**src/hdl/tdpt_pkg.sv**
```systemverilog
`timescale 1ns / 1ps
// ----------------------------------------------------------------------------
// tdpt_pkg: shared types and constants of the trial division primality tester
// Holds the payload width of the channels and the status group that the
// remainder unit reports to the sequencer.
// ----------------------------------------------------------------------------
package tdpt_pkg;

   // width of the candidate and echo fields on the channels
   localparam int DATA_WIDTH = 64;

   // status of the shared remainder unit
   typedef struct packed {
      logic busy;   // a remainder is being worked out
      logic done;   // one-cycle pulse, remainder is valid
   } rem_status_type;

endpackage

```
**src/hdl/tdpt_ifs.sv**
```systemverilog
`timescale 1ns / 1ps
// ----------------------------------------------------------------------------
// tdpt_ifs: valid/ready channels of the trial division primality tester
// The request channel carries one candidate per transfer, the response
// channel one echoed number and its prime flag per transfer.
// ----------------------------------------------------------------------------
interface tdpt_req_if;
   logic                            valid;
   logic                            ready;
   logic [tdpt_pkg::DATA_WIDTH-1:0] candidate;

   modport source (output valid, output candidate, input ready);
   modport sink   (input valid, input candidate, output ready);
endinterface

interface tdpt_rsp_if;
   logic                            valid;
   logic                            ready;
   logic [tdpt_pkg::DATA_WIDTH-1:0] tested_number;
   logic                            prime_flag;

   modport source (output valid, output tested_number, output prime_flag, input ready);
   modport sink   (input valid, input tested_number, input prime_flag, output ready);
endinterface

```
**src/hdl/trial_division_primality_test_top.sv**
```systemverilog
`timescale 1ns / 1ps
// Flow (request to response transfer): zero, two and other even numbers are settled in
//   ST_CHECK; one and odd numbers below 9 go on to ST_BOUND only; else each odd divisor
//   tried takes one pass of the remainder unit in ST_DIVIDE before ST_BOUND again.
// Throughput: one candidate at a time; the intake reopens in the cycle after the
//   response transfer. The bit-serial remainder unit sets the pace.
// Reset: synchronous, active high; clears the sequencer state and the remainder unit's control flags.
// ----------------------------------------------------------------------------
// trial_division_primality_test_top: trial division primality tester
// Tests odd divisors 3, 5, 7, ... while divisor squared <= candidate, using
// one shared remainder unit; the square is kept incrementally.
// ----------------------------------------------------------------------------
module trial_division_primality_test_top #(
   parameter int NUMBER_WIDTH = 64
) (
   input logic clock,
   input logic reset,
   tdpt_req_if.sink   req_chan,
   tdpt_rsp_if.source rsp_chan
);

   localparam int DW      = tdpt_pkg::DATA_WIDTH;
   localparam int NW      = NUMBER_WIDTH;
   localparam int DIV_W   = (NW + 1) / 2 + 2;
   localparam int SQ_W    = NW + 2;

   typedef enum logic [2:0] {
      ST_IDLE,
      ST_CHECK,
      ST_BOUND,
      ST_DIVIDE,
      ST_DONE
   } state_type;

   state_type            state_ff, state_in;
   logic [NW-1:0]        n_ff, n_in;
   logic [DIV_W-1:0]     d_ff, d_in;
   logic [SQ_W-1:0]      sq_ff, sq_in;
   logic                 prime_ff, prime_in;

   logic                 rem_start;
   logic [DIV_W-1:0]     rem_value;
   tdpt_pkg::rem_status_type rem_status;

   tdpt_rem_unit #(
      .NUM_WIDTH (NW),
      .DIV_WIDTH (DIV_W)
   ) u_rem (
      .clock    (clock),
      .reset    (reset),
      .start    (rem_start),
      .dividend (n_ff),
      .divisor  (d_ff),
      .rem      (rem_value),
      .status   (rem_status)
   );

   // sequencer
   always_comb begin
      state_in  = state_ff;
      n_in      = n_ff;
      d_in      = d_ff;
      sq_in     = sq_ff;
      prime_in  = prime_ff;
      rem_start = 1'b0;
      case (state_ff)
         ST_IDLE: begin
            if (req_chan.valid) begin
               n_in     = req_chan.candidate[NW-1:0];
               state_in = ST_CHECK;
            end
         end
         ST_CHECK: begin
            d_in  = DIV_W'(3);
            sq_in = SQ_W'(9);
            if (n_ff == NW'(2)) begin
               prime_in = 1'b1;
               state_in = ST_DONE;
            end else if (!n_ff[0]) begin
               prime_in = 1'b0;
               state_in = ST_DONE;
            end else begin
               state_in = ST_BOUND;
            end
         end
         ST_BOUND: begin
            if (sq_ff > {2'b00, n_ff}) begin
               prime_in = 1'b1;
               state_in = ST_DONE;
            end else begin
               rem_start = 1'b1;
               state_in  = ST_DIVIDE;
            end
         end
         ST_DIVIDE: begin
            if (rem_status.done) begin
               if (rem_value == '0) begin
                  prime_in = 1'b0;
                  state_in = ST_DONE;
               end else begin
                  // (d+2)^2 = d^2 + 4d + 4
                  d_in     = d_ff + DIV_W'(2);
                  sq_in    = sq_ff + SQ_W'({d_ff, 2'b00}) + SQ_W'(4);
                  state_in = ST_BOUND;
               end
            end
         end
         ST_DONE: begin
            if (rsp_chan.ready) begin
               state_in = ST_IDLE;
            end
         end
         default: begin
            state_in = ST_IDLE;
         end
      endcase
   end

   always_ff @(posedge clock) begin
      n_ff     <= n_in;
      d_ff     <= d_in;
      sq_ff    <= sq_in;
      prime_ff <= prime_in;
      if (reset) begin
         state_ff <= ST_IDLE;
      end else begin
         state_ff <= state_in;
      end
   end

   // channel outputs
   assign req_chan.ready         = (state_ff == ST_IDLE);
   assign rsp_chan.valid         = (state_ff == ST_DONE);
   assign rsp_chan.tested_number = DW'(n_ff);
   assign rsp_chan.prime_flag    = prime_ff;

   // even numbers other than two never come out prime
   a_even_composite : assert property (@(posedge clock) disable iff (reset)
      rsp_chan.valid && !n_ff[0] && (n_ff != NW'(2)) |-> !rsp_chan.prime_flag)
      else $error("even number flagged prime");

   // only odd divisors are tried
   a_odd_divisor : assert property (@(posedge clock) disable iff (reset)
      (state_ff == ST_BOUND) || (state_ff == ST_DIVIDE) |-> d_ff[0])
      else $error("even trial divisor");

   // a request transfer closes the intake until the response transfer
   a_one_at_a_time : assert property (@(posedge clock) disable iff (reset)
      req_chan.valid && req_chan.ready |=> !req_chan.ready && !rsp_chan.valid)
      else $error("intake open while a candidate is in work");

endmodule

```
**src/hdl/tdpt_rem_unit.sv**
```systemverilog
`timescale 1ns / 1ps
// ----------------------------------------------------------------------------
// tdpt_rem_unit: bit-serial remainder unit
// Restoring division that yields dividend mod divisor, one dividend bit per
// cycle, working through all NUM_WIDTH bits after start. Only the remainder is kept.
// ----------------------------------------------------------------------------
module tdpt_rem_unit #(
   parameter int NUM_WIDTH = 64,
   parameter int DIV_WIDTH = 34
) (
   input  logic                     clock,
   input  logic                     reset,
   input  logic                     start,
   input  logic [NUM_WIDTH-1:0]     dividend,
   input  logic [DIV_WIDTH-1:0]     divisor,
   output logic [DIV_WIDTH-1:0]     rem,
   output tdpt_pkg::rem_status_type status
);

   localparam int CNT_WIDTH = $clog2(NUM_WIDTH + 1);

   logic [NUM_WIDTH-1:0] dvd_ff, dvd_in;
   logic [DIV_WIDTH-1:0] div_ff, div_in;
   logic [DIV_WIDTH-1:0] rem_ff, rem_in;
   logic [CNT_WIDTH-1:0] cnt_ff, cnt_in;
   logic                 busy_ff, busy_in;
   logic                 done_ff, done_in;

   logic [DIV_WIDTH:0]   trial;
   logic [DIV_WIDTH:0]   diff;

   // one restoring step: bring down the next dividend bit, subtract if it fits
   assign trial = {rem_ff, dvd_ff[NUM_WIDTH-1]};
   assign diff  = trial - {1'b0, div_ff};

   always_comb begin
      dvd_in  = dvd_ff;
      div_in  = div_ff;
      rem_in  = rem_ff;
      cnt_in  = cnt_ff;
      busy_in = busy_ff;
      done_in = 1'b0;
      if (start) begin
         dvd_in  = dividend;
         div_in  = divisor;
         rem_in  = '0;
         cnt_in  = CNT_WIDTH'(NUM_WIDTH);
         busy_in = 1'b1;
      end else if (busy_ff) begin
         dvd_in = {dvd_ff[NUM_WIDTH-2:0], 1'b0};
         rem_in = (trial >= {1'b0, div_ff}) ? diff[DIV_WIDTH-1:0] : trial[DIV_WIDTH-1:0];
         cnt_in = cnt_ff - CNT_WIDTH'(1);
         if (cnt_ff == CNT_WIDTH'(1)) begin
            busy_in = 1'b0;
            done_in = 1'b1;
         end
      end
   end

   // busy and done flags reset; datapath and bit counter do not
   always_ff @(posedge clock) begin
      dvd_ff <= dvd_in;
      div_ff <= div_in;
      rem_ff <= rem_in;
      cnt_ff <= cnt_in;
      if (reset) begin
         busy_ff <= 1'b0;
         done_ff <= 1'b0;
      end else begin
         busy_ff <= busy_in;
         done_ff <= done_in;
      end
   end

   assign rem         = rem_ff;
   assign status.busy = busy_ff;
   assign status.done = done_ff;

   // remainder is always reduced below the divisor
   a_rem_reduced : assert property (@(posedge clock) disable iff (reset)
      done_ff |-> (rem_ff < div_ff))
      else $error("remainder not below divisor");

   // a new start never lands on a running division
   a_no_restart : assert property (@(posedge clock) disable iff (reset)
      start |-> !busy_ff)
      else $error("start while busy");

   // done only closes a running division
   a_done_after_busy : assert property (@(posedge clock) disable iff (reset)
      $rose(done_ff) |-> $past(busy_ff) && !busy_ff)
      else $error("done without a division");

endmodule
```
**src/flat_wrapper.sv**
```systemverilog
// flat-port wrapper written by rule: the top's interface ports become plain ports
module trial_division_primality_test_top_flat 
#(
   parameter int NUMBER_WIDTH = 64
)
  (clock, reset, req_chan_valid, req_chan_candidate, req_chan_ready, rsp_chan_valid, rsp_chan_tested_number, rsp_chan_prime_flag, rsp_chan_ready);
  tdpt_req_if req_chan_i ();
  tdpt_rsp_if rsp_chan_i ();
  input logic clock;
  input logic reset;
  input wire logic [$bits(req_chan_i.valid)-1:0] req_chan_valid;
  input wire logic [$bits(req_chan_i.candidate)-1:0] req_chan_candidate;
  output wire logic [$bits(req_chan_i.ready)-1:0] req_chan_ready;
  output wire logic [$bits(rsp_chan_i.valid)-1:0] rsp_chan_valid;
  output wire logic [$bits(rsp_chan_i.tested_number)-1:0] rsp_chan_tested_number;
  output wire logic [$bits(rsp_chan_i.prime_flag)-1:0] rsp_chan_prime_flag;
  input wire logic [$bits(rsp_chan_i.ready)-1:0] rsp_chan_ready;
  assign req_chan_i.valid = req_chan_valid;
  assign req_chan_i.candidate = req_chan_candidate;
  assign req_chan_ready = req_chan_i.ready;
  assign rsp_chan_valid = rsp_chan_i.valid;
  assign rsp_chan_tested_number = rsp_chan_i.tested_number;
  assign rsp_chan_prime_flag = rsp_chan_i.prime_flag;
  assign rsp_chan_i.ready = rsp_chan_ready;
  trial_division_primality_test_top #(.NUMBER_WIDTH(NUMBER_WIDTH)) u_core (.clock(clock), .reset(reset), .req_chan(req_chan_i), .rsp_chan(rsp_chan_i));
endmodule
```
**config.mk**
```make
export PLATFORM = sky130hd
export DESIGN_NAME = trial_division_primality_test_top_flat
export DESIGN_NICKNAME = d
export VERILOG_FILES = /design/src/hdl/tdpt_pkg.sv /design/src/hdl/tdpt_ifs.sv /design/src/hdl/trial_division_primality_test_top.sv /design/src/hdl/tdpt_rem_unit.sv /design/src/flat_wrapper.sv
export SDC_FILE = /design/constraint.sdc
export NUM_CORES = 1
export LEC_CHECK = 0
export BUFFER_PORTS_ARGS = -buffer_cell sky130_fd_sc_hd__buf_4
export CELL_PAD_IN_SITES_DETAIL_PLACEMENT = 2
export CELL_PAD_IN_SITES_GLOBAL_PLACEMENT = 2
export CORE_MARGIN = 10
export CORE_UTILIZATION = 41
export DETAILED_ROUTE_END_ITERATION = 7
export GPL_TIMING_DRIVEN = 0
export MAX_ROUTING_LAYER = met4
export PLACE_DENSITY_LB_ADDON = 0.1
export SLEW_MARGIN = 20
export SYNTH_ARGS = -nofsm -noshare
export SYNTH_HDL_FRONTEND = slang
export SYNTH_HIERARCHICAL = 1
export SYNTH_SLANG_ARGS = --single-unit
```
**constraint.sdc**
```tcl
create_clock -name clock -period 7.5 [get_ports clock]
set_clock_uncertainty 0.15 [all_clocks]
set_input_delay 0.375 -clock clock [delete_from_list [all_inputs] [get_ports clock]]
set_output_delay 0.375 -clock clock [all_outputs]
set_load 0.03 [all_outputs]
```
* Yosys cells after proc, flatten, opt, wreduce, memory -nomap -nowiden *
Index checks and enable logic that the tools add are counted.
Widths: inputs -> output; s select.

word-level totals
  bits in registers = 309

cells by class
  add/sub/neg operators = 5
  $lt $le $gt $ge = 2
  eq/ne operators = 13
  multiplexer cells = 29
  bitwise operators = 1
  reductions and logical operators = 10

operator list
  kind                   count
  $mux 66                2
  $pmux 66 s2            1
  $mux 64                2
  $mux 34                3
  $pmux 34 s2            1
  $add 66x3->66 const B  1
  $add 66x36->66         1
  $gt 66x64->1           1
  $eq 64x2->1 const B    1
  $ge 35x34->1           1
  $add 34x2->34 const B  1
  $logic_not 34->1       1
  $sub 34x34->34         1
  $mux 3                 7
  $pmux 3 s5             1
  $mux 1                 11
  $eq 7x1->1 const B     1
  $sub 7x1->7 const B    1
  $eq 3x2->1 const B     2
  $ne 2x1->1 const B     3
  $ne 2x2->1 const B     3
  $reduce_and 3->1       2
  $reduce_and 5->1       1
  $reduce_bool 2->1      2
  9 further kinds        9

* Depth between registers and ports, before layout *
Gate-level depths: netlist of run 1.

  depth in word-level cells = 5
  gate-level depth with buffers = 15
  gate-level depth less buffers = 14

* By module *
The synthesis of run 1 kept the hierarchy.

by module, submodules not included
  module                             times used  cells an instance  area an instance (um2)  seq. area each (um2)
  trial_division_primality_test_top  1           1033               10909.2                 4894.7
  tdpt_rem_unit                      1           684                7521.0                  3803.6

* Worst setup path before layout of run 1 *
Ideal clock, no wire load.

  path type = register to register
  from = register u_core.state_ff[1]
  to = register u_core.d_ff[10] (enable)
  data arrival time = 5.699 ns
  required time = 6.766 ns
  path slack = 1.067 ns
  stages on the path, launching flop included = 6
  clock period less this slack = 6.433 ns
  cells stage by stage = dfxtp_1 -> clkbuf_1 -> nor2b_1 -> and2_1 -> o21ai_1 -> o22ai_1

between the ends
  longest elaborated chain between the ends = 3

RTL lines
  what                                                       line                                      source
  start: declaration                                         trial_division_primality_test_top.sv:35   state_type state_ff, state_in;
  start signal: assignment                                   trial_division_primality_test_top.sv:127  state_ff <= state_in;
  $eq 3x2->1 or $eq 3x1->1 (tied branches)                   trial_division_primality_test_top.sv:66   case (state_ff)
  $ne 2x2->1 (no line) or $reduce_bool 2->1 (tied branches)  -
  $reduce_and 3->1 (no line) *                               -
  end signal: assignment                                     trial_division_primality_test_top.sv:121  d_ff <= d_in;
  end: declaration                                           trial_division_primality_test_top.sv:37   logic [DIV_W-1:0] d_ff, d_in;

Every way passes the cells marked *; elsewhere a longest branch is shown, timed or not.
A chain may end at the register's enable or synchronous reset.

* Worst setup path in the final report of run 1 *
  from = register u_core.n_ff[9], in the netlist u_core/rsp_chan.tested_number[9]
  to = register u_core.u_rem.dvd_ff[53] (data pin)

between the ends
  longest elaborated chain between the ends = 4

RTL lines
  what                               line                                      source
  start: declaration                 trial_division_primality_test_top.sv:36   logic [NW-1:0] n_ff, n_in;
  start signal: assignment           trial_division_primality_test_top.sv:120  n_ff <= n_in;
  $gt 66x64->1                       trial_division_primality_test_top.sv:87   if (sq_ff > {2'b00, n_ff}) begin
  $mux 1                             trial_division_primality_test_top.sv:87
  $mux 1                             trial_division_primality_test_top.sv:66
  named net u_core.rem_start         trial_division_primality_test_top.sv:41   logic rem_start;
  $mux 64                            tdpt_rem_unit.sv:43                       if (start) begin
  named net u_core.u_rem.dvd_in[53]  tdpt_rem_unit.sv:22                       logic [NUM_WIDTH-1:0] dvd_ff, dvd_in;
  end signal: assignment             tdpt_rem_unit.sv:62                       dvd_ff <= dvd_in;
  end: declaration                   tdpt_rem_unit.sv:22

The timed path passes the listed nets, and every way through them passes these cells.

==> run summary, run 1 <==
row count: 77
synthesized area per cell: 10.7 um2
minimum clock period: 6.64 ns
HPWL Detailed: 48.8 mm
dpl ws: 1.14 ns
max_slew headroom: 29.4%
crit-path cells: inv_1 -> ha_1 -> nand4_1 -> nor3_1 -> and3_1 -> or4_1 -> a221oi_1 -> o21ai_1 -> inv_2 -> clkbuf_1 -> clkbuf_1 -> clkbuf_1 -> mux2_2
# DRC: 0
R2R cell count: 13
TritonCTS buffer count: 37
Final Hold Viols: 0
initial antenna violation count: 0
crit share post-route: 88.5%
clk buf depth: 3
setup bufs post-CTS: 0
synth warn: 6
critical path class: register to register
placed cell count: 2451
vias in the first global route: 16.9k
Worst-Margin Slew: 1.05 ns
Data required, critical path: 7.65 ns
Post-Place Cell Area: 20400 um2
CP startpoint kind: register
total gr overflow: 0
reg2reg end: u_core/u_rem/dvd_ff[53]
FMAX: 0.151 GHz
drt pass-1 iters: 7
Finished Core Util: 50.1%
Post-Syn Area: 18400 um2
unrepaired setup endpoints after global routing: no
NumNets Final: 2197
clk root buf: clkbuf_16
wirelength, routed: 69.1 mm
Worst Hold Launch: rsp_chan_ready
PwrDens: 392 nW/um2
clock insertion delay at the later pin of the skew report: 0.57 ns
Die ar.: 53800 um2
Bufs and invs on worst path: 5
Max Cap Viol: 0
crit end category: register
first-pass GRT wire length: 105 mm
P&R area growth vs syn: 20.6%
syn nets: 1950
Syn Inst Count: 1716
gpl congestion: 0.867
fraction of layout cells with a size suffix above 1: 16.5%
CP arrival: 6.79 ns
GRT Total Usage: 26.0%
Core ar.: 44300 um2
commonest non-fill, non-tap cells in the layout: edfxtp_1, nor2_1, ha_1, buf_4
Sw Pwr: 3.78 mW
clock power share: 20.6%
vias per cell: 5.81
CTS Sinks: 305
Crit path top cell by count: clkbuf_1
DIE WIDTH: 232 um
design internal power: 4.93 mW
min-delay worst type: input port to register
worst hold stages: 3
Buffers on Ports: 134
CTS tree: built
FF/Latch Area: 8700 um2
Final Instance Count excl. Fillers: 2582
Final Setup Violations: 0
H-tree depth: 2
leakage: 8.83 nW
Starting Density: 41.6%
clock-pin slew on the worst setup and hold paths: 0.06 ns
worst-path fanout max: 35
largest net degree at the start of global routing: 54
CP max stage cell: clkbuf_1
Hold EP: u_core/state_ff[2]
detailed-route via count: 15.0k
max incr delay on CP: 0.81 ns
Switching Share: 43.4%
multi-input logic area: 8960 um2
worst setup margin: 0.865 ns
post-CTS resize count: 0
Seq pwr share: 32.9%
family with the most delay on the worst path: buffers and inverters
combinational share of power: 46.5%
setup_tns: 0 ns
RR Startpoint: u_core/rsp_chan.tested_number[9]
WL per Instance: 26.8 um
Reg2Reg Setup Slack: 0.86 ns
IO Pins: 135
Iter 0 DRT Violations: 982
max-slew violations: 0
commonest non-fill, non-tap cell in the layout: edfxtp_1
status: finished clean
post-route ant nets: 0
# fillers: 4464
VDD IR max: 0.000232 V
Die Span Y: 232 um
fin area: 22200 um2
## flip-flops by register name, indices dropped and copies added, names as in the netlist
register                       flops
u_core/state_ff                    3
u_core/sq_ff                      63
u_core/u_rem/dvd_ff               64
u_core/u_rem/done_ff               1
u_core/u_rem/cnt_ff                7
u_core/u_rem/div_ff               34
u_core/u_rem/busy_ff               1
u_core/rsp_chan.prime_flag         1
u_core/d_ff                       33
u_core/rsp_chan.tested_number     64
u_core/u_rem/rem                  34
## timing repair
action                                 CTS  global route
endpoints found under the hold margin   69             0
setup endpoints to repair                0             0
hold buffers                            65             0
## per-stage QoR
stage	total power, mW	hold WS, ns
after floorplan	5.40	0.294
after global placement	6.48	0.320
after detailed placement	6.77	0.352
after CTS	8.64	0.0398
after global routing	9.25	0.0752
final	8.71	0.0696
## routing by layer
layer	vias up	global-route usage (%)	routed length, um
li1	6866	-	-
met5	-	-	0
met1	7635	30.7	29200
met3	125	3.68	2570
met2	369	44.4	34700
met4	0	10.1	2560
## area by class of cell
cell class                      count  share of cell area [%]
Tap cell                          592                    3.33
Clock buffer                       47                    4.47
Clock inverter                     18                   0.760
Timing Repair Buffer              208                    8.37
Multi-Input combinational cell   1231                    40.3
Inverter                          124                    2.11
Antenna cell                        1                  0.0113
Buffer                             56                    1.47
Sequential cell                   305                    39.1
## worst reg2reg max path: cells and delay by family, from the launching register on
kind / cells / cell delay [ns]
fa+ha+maj: 1 / 0.34
buf+inv: 5 / 2.87
mux: 1 / 0.45
compound gates: 2 / 1.04
simple gates: 4 / 0.97
flops: 1 / 0.56
## power by group through the flow
stage	Clock, mW	Sequential (mW)	Combinational (mW)
3_3_place_gp	0	2.93	3.55
2_1_floorplan	0	2.83	2.57
6_report	1.79	2.87	4.05
4_1_cts	1.81	2.85	3.98
5_1_grt	1.89	2.92	4.43
3_5_place_dp	0	2.88	3.89
## worst max path at each step
stage                                                 start                      end  cells past startpoint
final                      u_core/rsp_chan.tested_number[9]  u_core/u_rem/dvd_ff[53]                     13
after global routing      u_core/rsp_chan.tested_number[21]  u_core/u_rem/dvd_ff[53]                     13
after CTS                  u_core/rsp_chan.tested_number[9]  u_core/u_rem/dvd_ff[53]                     13
after detailed placement  u_core/rsp_chan.tested_number[21]  u_core/u_rem/dvd_ff[53]                     13
after global placement                   u_core/state_ff[1]         u_core/sq_ff[24]                      5
after floorplan                          u_core/state_ff[1]          u_core/d_ff[10]                      5
Power figures use the tool's default switching activity.
==> run 2: changes to the inputs <==
Settings changed: CORE_MARGIN 10 to not set.
==> run 2 against run 1 <==
- first-iteration DRC count fell by 10%
- sequential power barely moved
- combinational power barely moved
==> run summary, run 2 (same netlist as run 1, synthesis figures left out) <==
status: finished clean
minimum clock period: 6.55 ns
fraction of layout cells with a size suffix above 1: 17.0%
largest net degree at the start of global routing: 54
Die ar.: 45800 um2
max_slew headroom: 20.7%
H-tree depth: 2
CP startpoint kind: register
CP arrival: 6.69 ns
crit end category: register
unrepaired setup endpoints after global routing: no
wirelength, routed: 68.4 mm
GRT Total Usage: 30.8%
IO Pins: 135
Bufs and invs on worst path: 5
Starting Density: 41.7%
# fillers: 4428
max incr delay on CP: 0.74 ns
clk root buf: clkbuf_16
row count: 77
Final Setup Violations: 0
CP max stage cell: clkbuf_1
commonest non-fill, non-tap cells in the layout: edfxtp_1, nor2_1, ha_1, buf_4
min-delay worst type: input port to register
setup bufs post-CTS: 0
VDD IR max: 0.000203 V
initial antenna violation count: 2
Levels on crit path: 13
CTS Sinks: 305
NumNets Final: 2198
gpl congestion: 0.866
drt pass-1 iters: 5
worst-path fanout max: 35
P&R area growth vs syn: 21.5%
family with the most delay on the worst path: buffers and inverters
clock power share: 22.5%
vias in the first global route: 17.0k
Max Cap Viol: 0
TritonCTS buffer count: 38
design internal power: 5.11 mW
Die Span Y: 214 um
FMAX: 0.153 GHz
Sw Pwr: 3.80 mW
detailed-route via count: 15.1k
Data required, critical path: 7.64 ns
R2R cell count: 13
crit share post-route: 87.3%
Finished Core Util: 50.6%
Min Hold Slack: 0.135 ns
Crit path top cell by count: clkbuf_1
multi-input logic area: 8950 um2
HPWL Detailed: 46.8 mm
DIE WIDTH: 214 um
first-pass GRT wire length: 105 mm
max-slew violations: 0
CTS tree: built
clk buf depth: 3
post-CTS resize count: 0
Iter 0 DRT Violations: 881
total gr overflow: 0
worst hold stages: 3
PwrDens: 398 nW/um2
fin area: 22400 um2
post-route ant nets: 0
hold buffer count at CTS: 65
Switching Share: 42.6%
FF/Latch Area: 8700 um2
Core ar.: 44200 um2
Post-Place Cell Area: 20400 um2
Seq pwr share: 32.3%
leakage: 8.91 nW
# DRC: 0
vias per cell: 5.84
Final Hold Viols: 0
critical path class: register to register
WL per Instance: 26.5 um
Buffers on Ports: 134
Worst-Margin Slew: 1.16 ns
crit-path cells: inv_1 -> ha_1 -> a21o_1 -> a21oi_1 -> o211ai_1 -> a2111o_1 -> a221oi_1 -> o21ai_1 -> inv_2 -> clkbuf_1 -> clkbuf_1 -> clkbuf_1 -> mux2_2
commonest non-fill, non-tap cell in the layout: edfxtp_1
clock insertion delay at the later pin of the skew report: 0.56 ns
clock-pin slew on the worst setup and hold paths: 0.06 ns
combinational share of power: 45.2%
## run 2: power groups by stage
stage / combinational, mW / sequential [mW] / clock, mW
after floorplan: 2.57 / 2.83 / 0
after CTS: 3.96 / 2.85 / 2.01
after detailed placement: 3.87 / 2.88 / 0
after global placement: 3.54 / 2.93 / 0
final: 4.03 / 2.88 / 2.00
after global routing: 4.38 / 2.92 / 2.09
## run 2: final timing paths
| path | startpoint | endpoint | slack [ns] |
|---|---|---|---|
| worst min register to register | u_core/u_rem/cnt_ff[1] | u_core/u_rem/cnt_ff[1] | 0.35 |
| worst min-delay path | rsp_chan_ready | u_core/state_ff[2] | 0.13 |
| worst max-delay path | u_core/rsp_chan.tested_number[4] | u_core/u_rem/dvd_ff[49] | 0.95 |
| worst max register to register | u_core/rsp_chan.tested_number[4] | u_core/u_rem/dvd_ff[49] | 0.95 |
## run 2: final cells by class
| class | count | share of cell area, % |
|---|---|---|
| antenna | 1 | 0.0112 |
| buffer | 56 | 1.46 |
| clock buffer | 47 | 4.58 |
| clock inverter | 23 | 1.35 |
| inverter | 124 | 2.09 |
| multi-input combinational | 1231 | 40.0 |
| sequential | 305 | 38.9 |
| tap | 592 | 3.31 |
| timing repair buffer | 208 | 8.33 |
## run 2: worst min-delay path, cell delays in order
cell	delay [ns]
buf_4	0.08
nand2b_1	0.21
a21oi_1	0.12
## run 2: layer usage
layer | vias to the layer above | routed length, um | global-route usage [%]
met1 | 7790 | 28400 | 35.8
met3 | 126 | 2000 | 2.87
met2 | 319 | 35800 | 55.3
li1 | 6867 | - | -
met4 | 0 | 2170 | 10.6
met5 | - | 0 | -
## run 2: metrics by stage
stage                     cells  setup TNS [ns]  power [mW]  setup WS [ns]
final                      2587               0        8.91          0.952
after global routing       2587               0        9.40          0.864
after CTS                  2586               0        8.82           1.06
after detailed placement   2451               0        6.74           1.09
after global placement     2442         -231.69        6.47          -2.24
after floorplan            1716               0        5.40           1.07
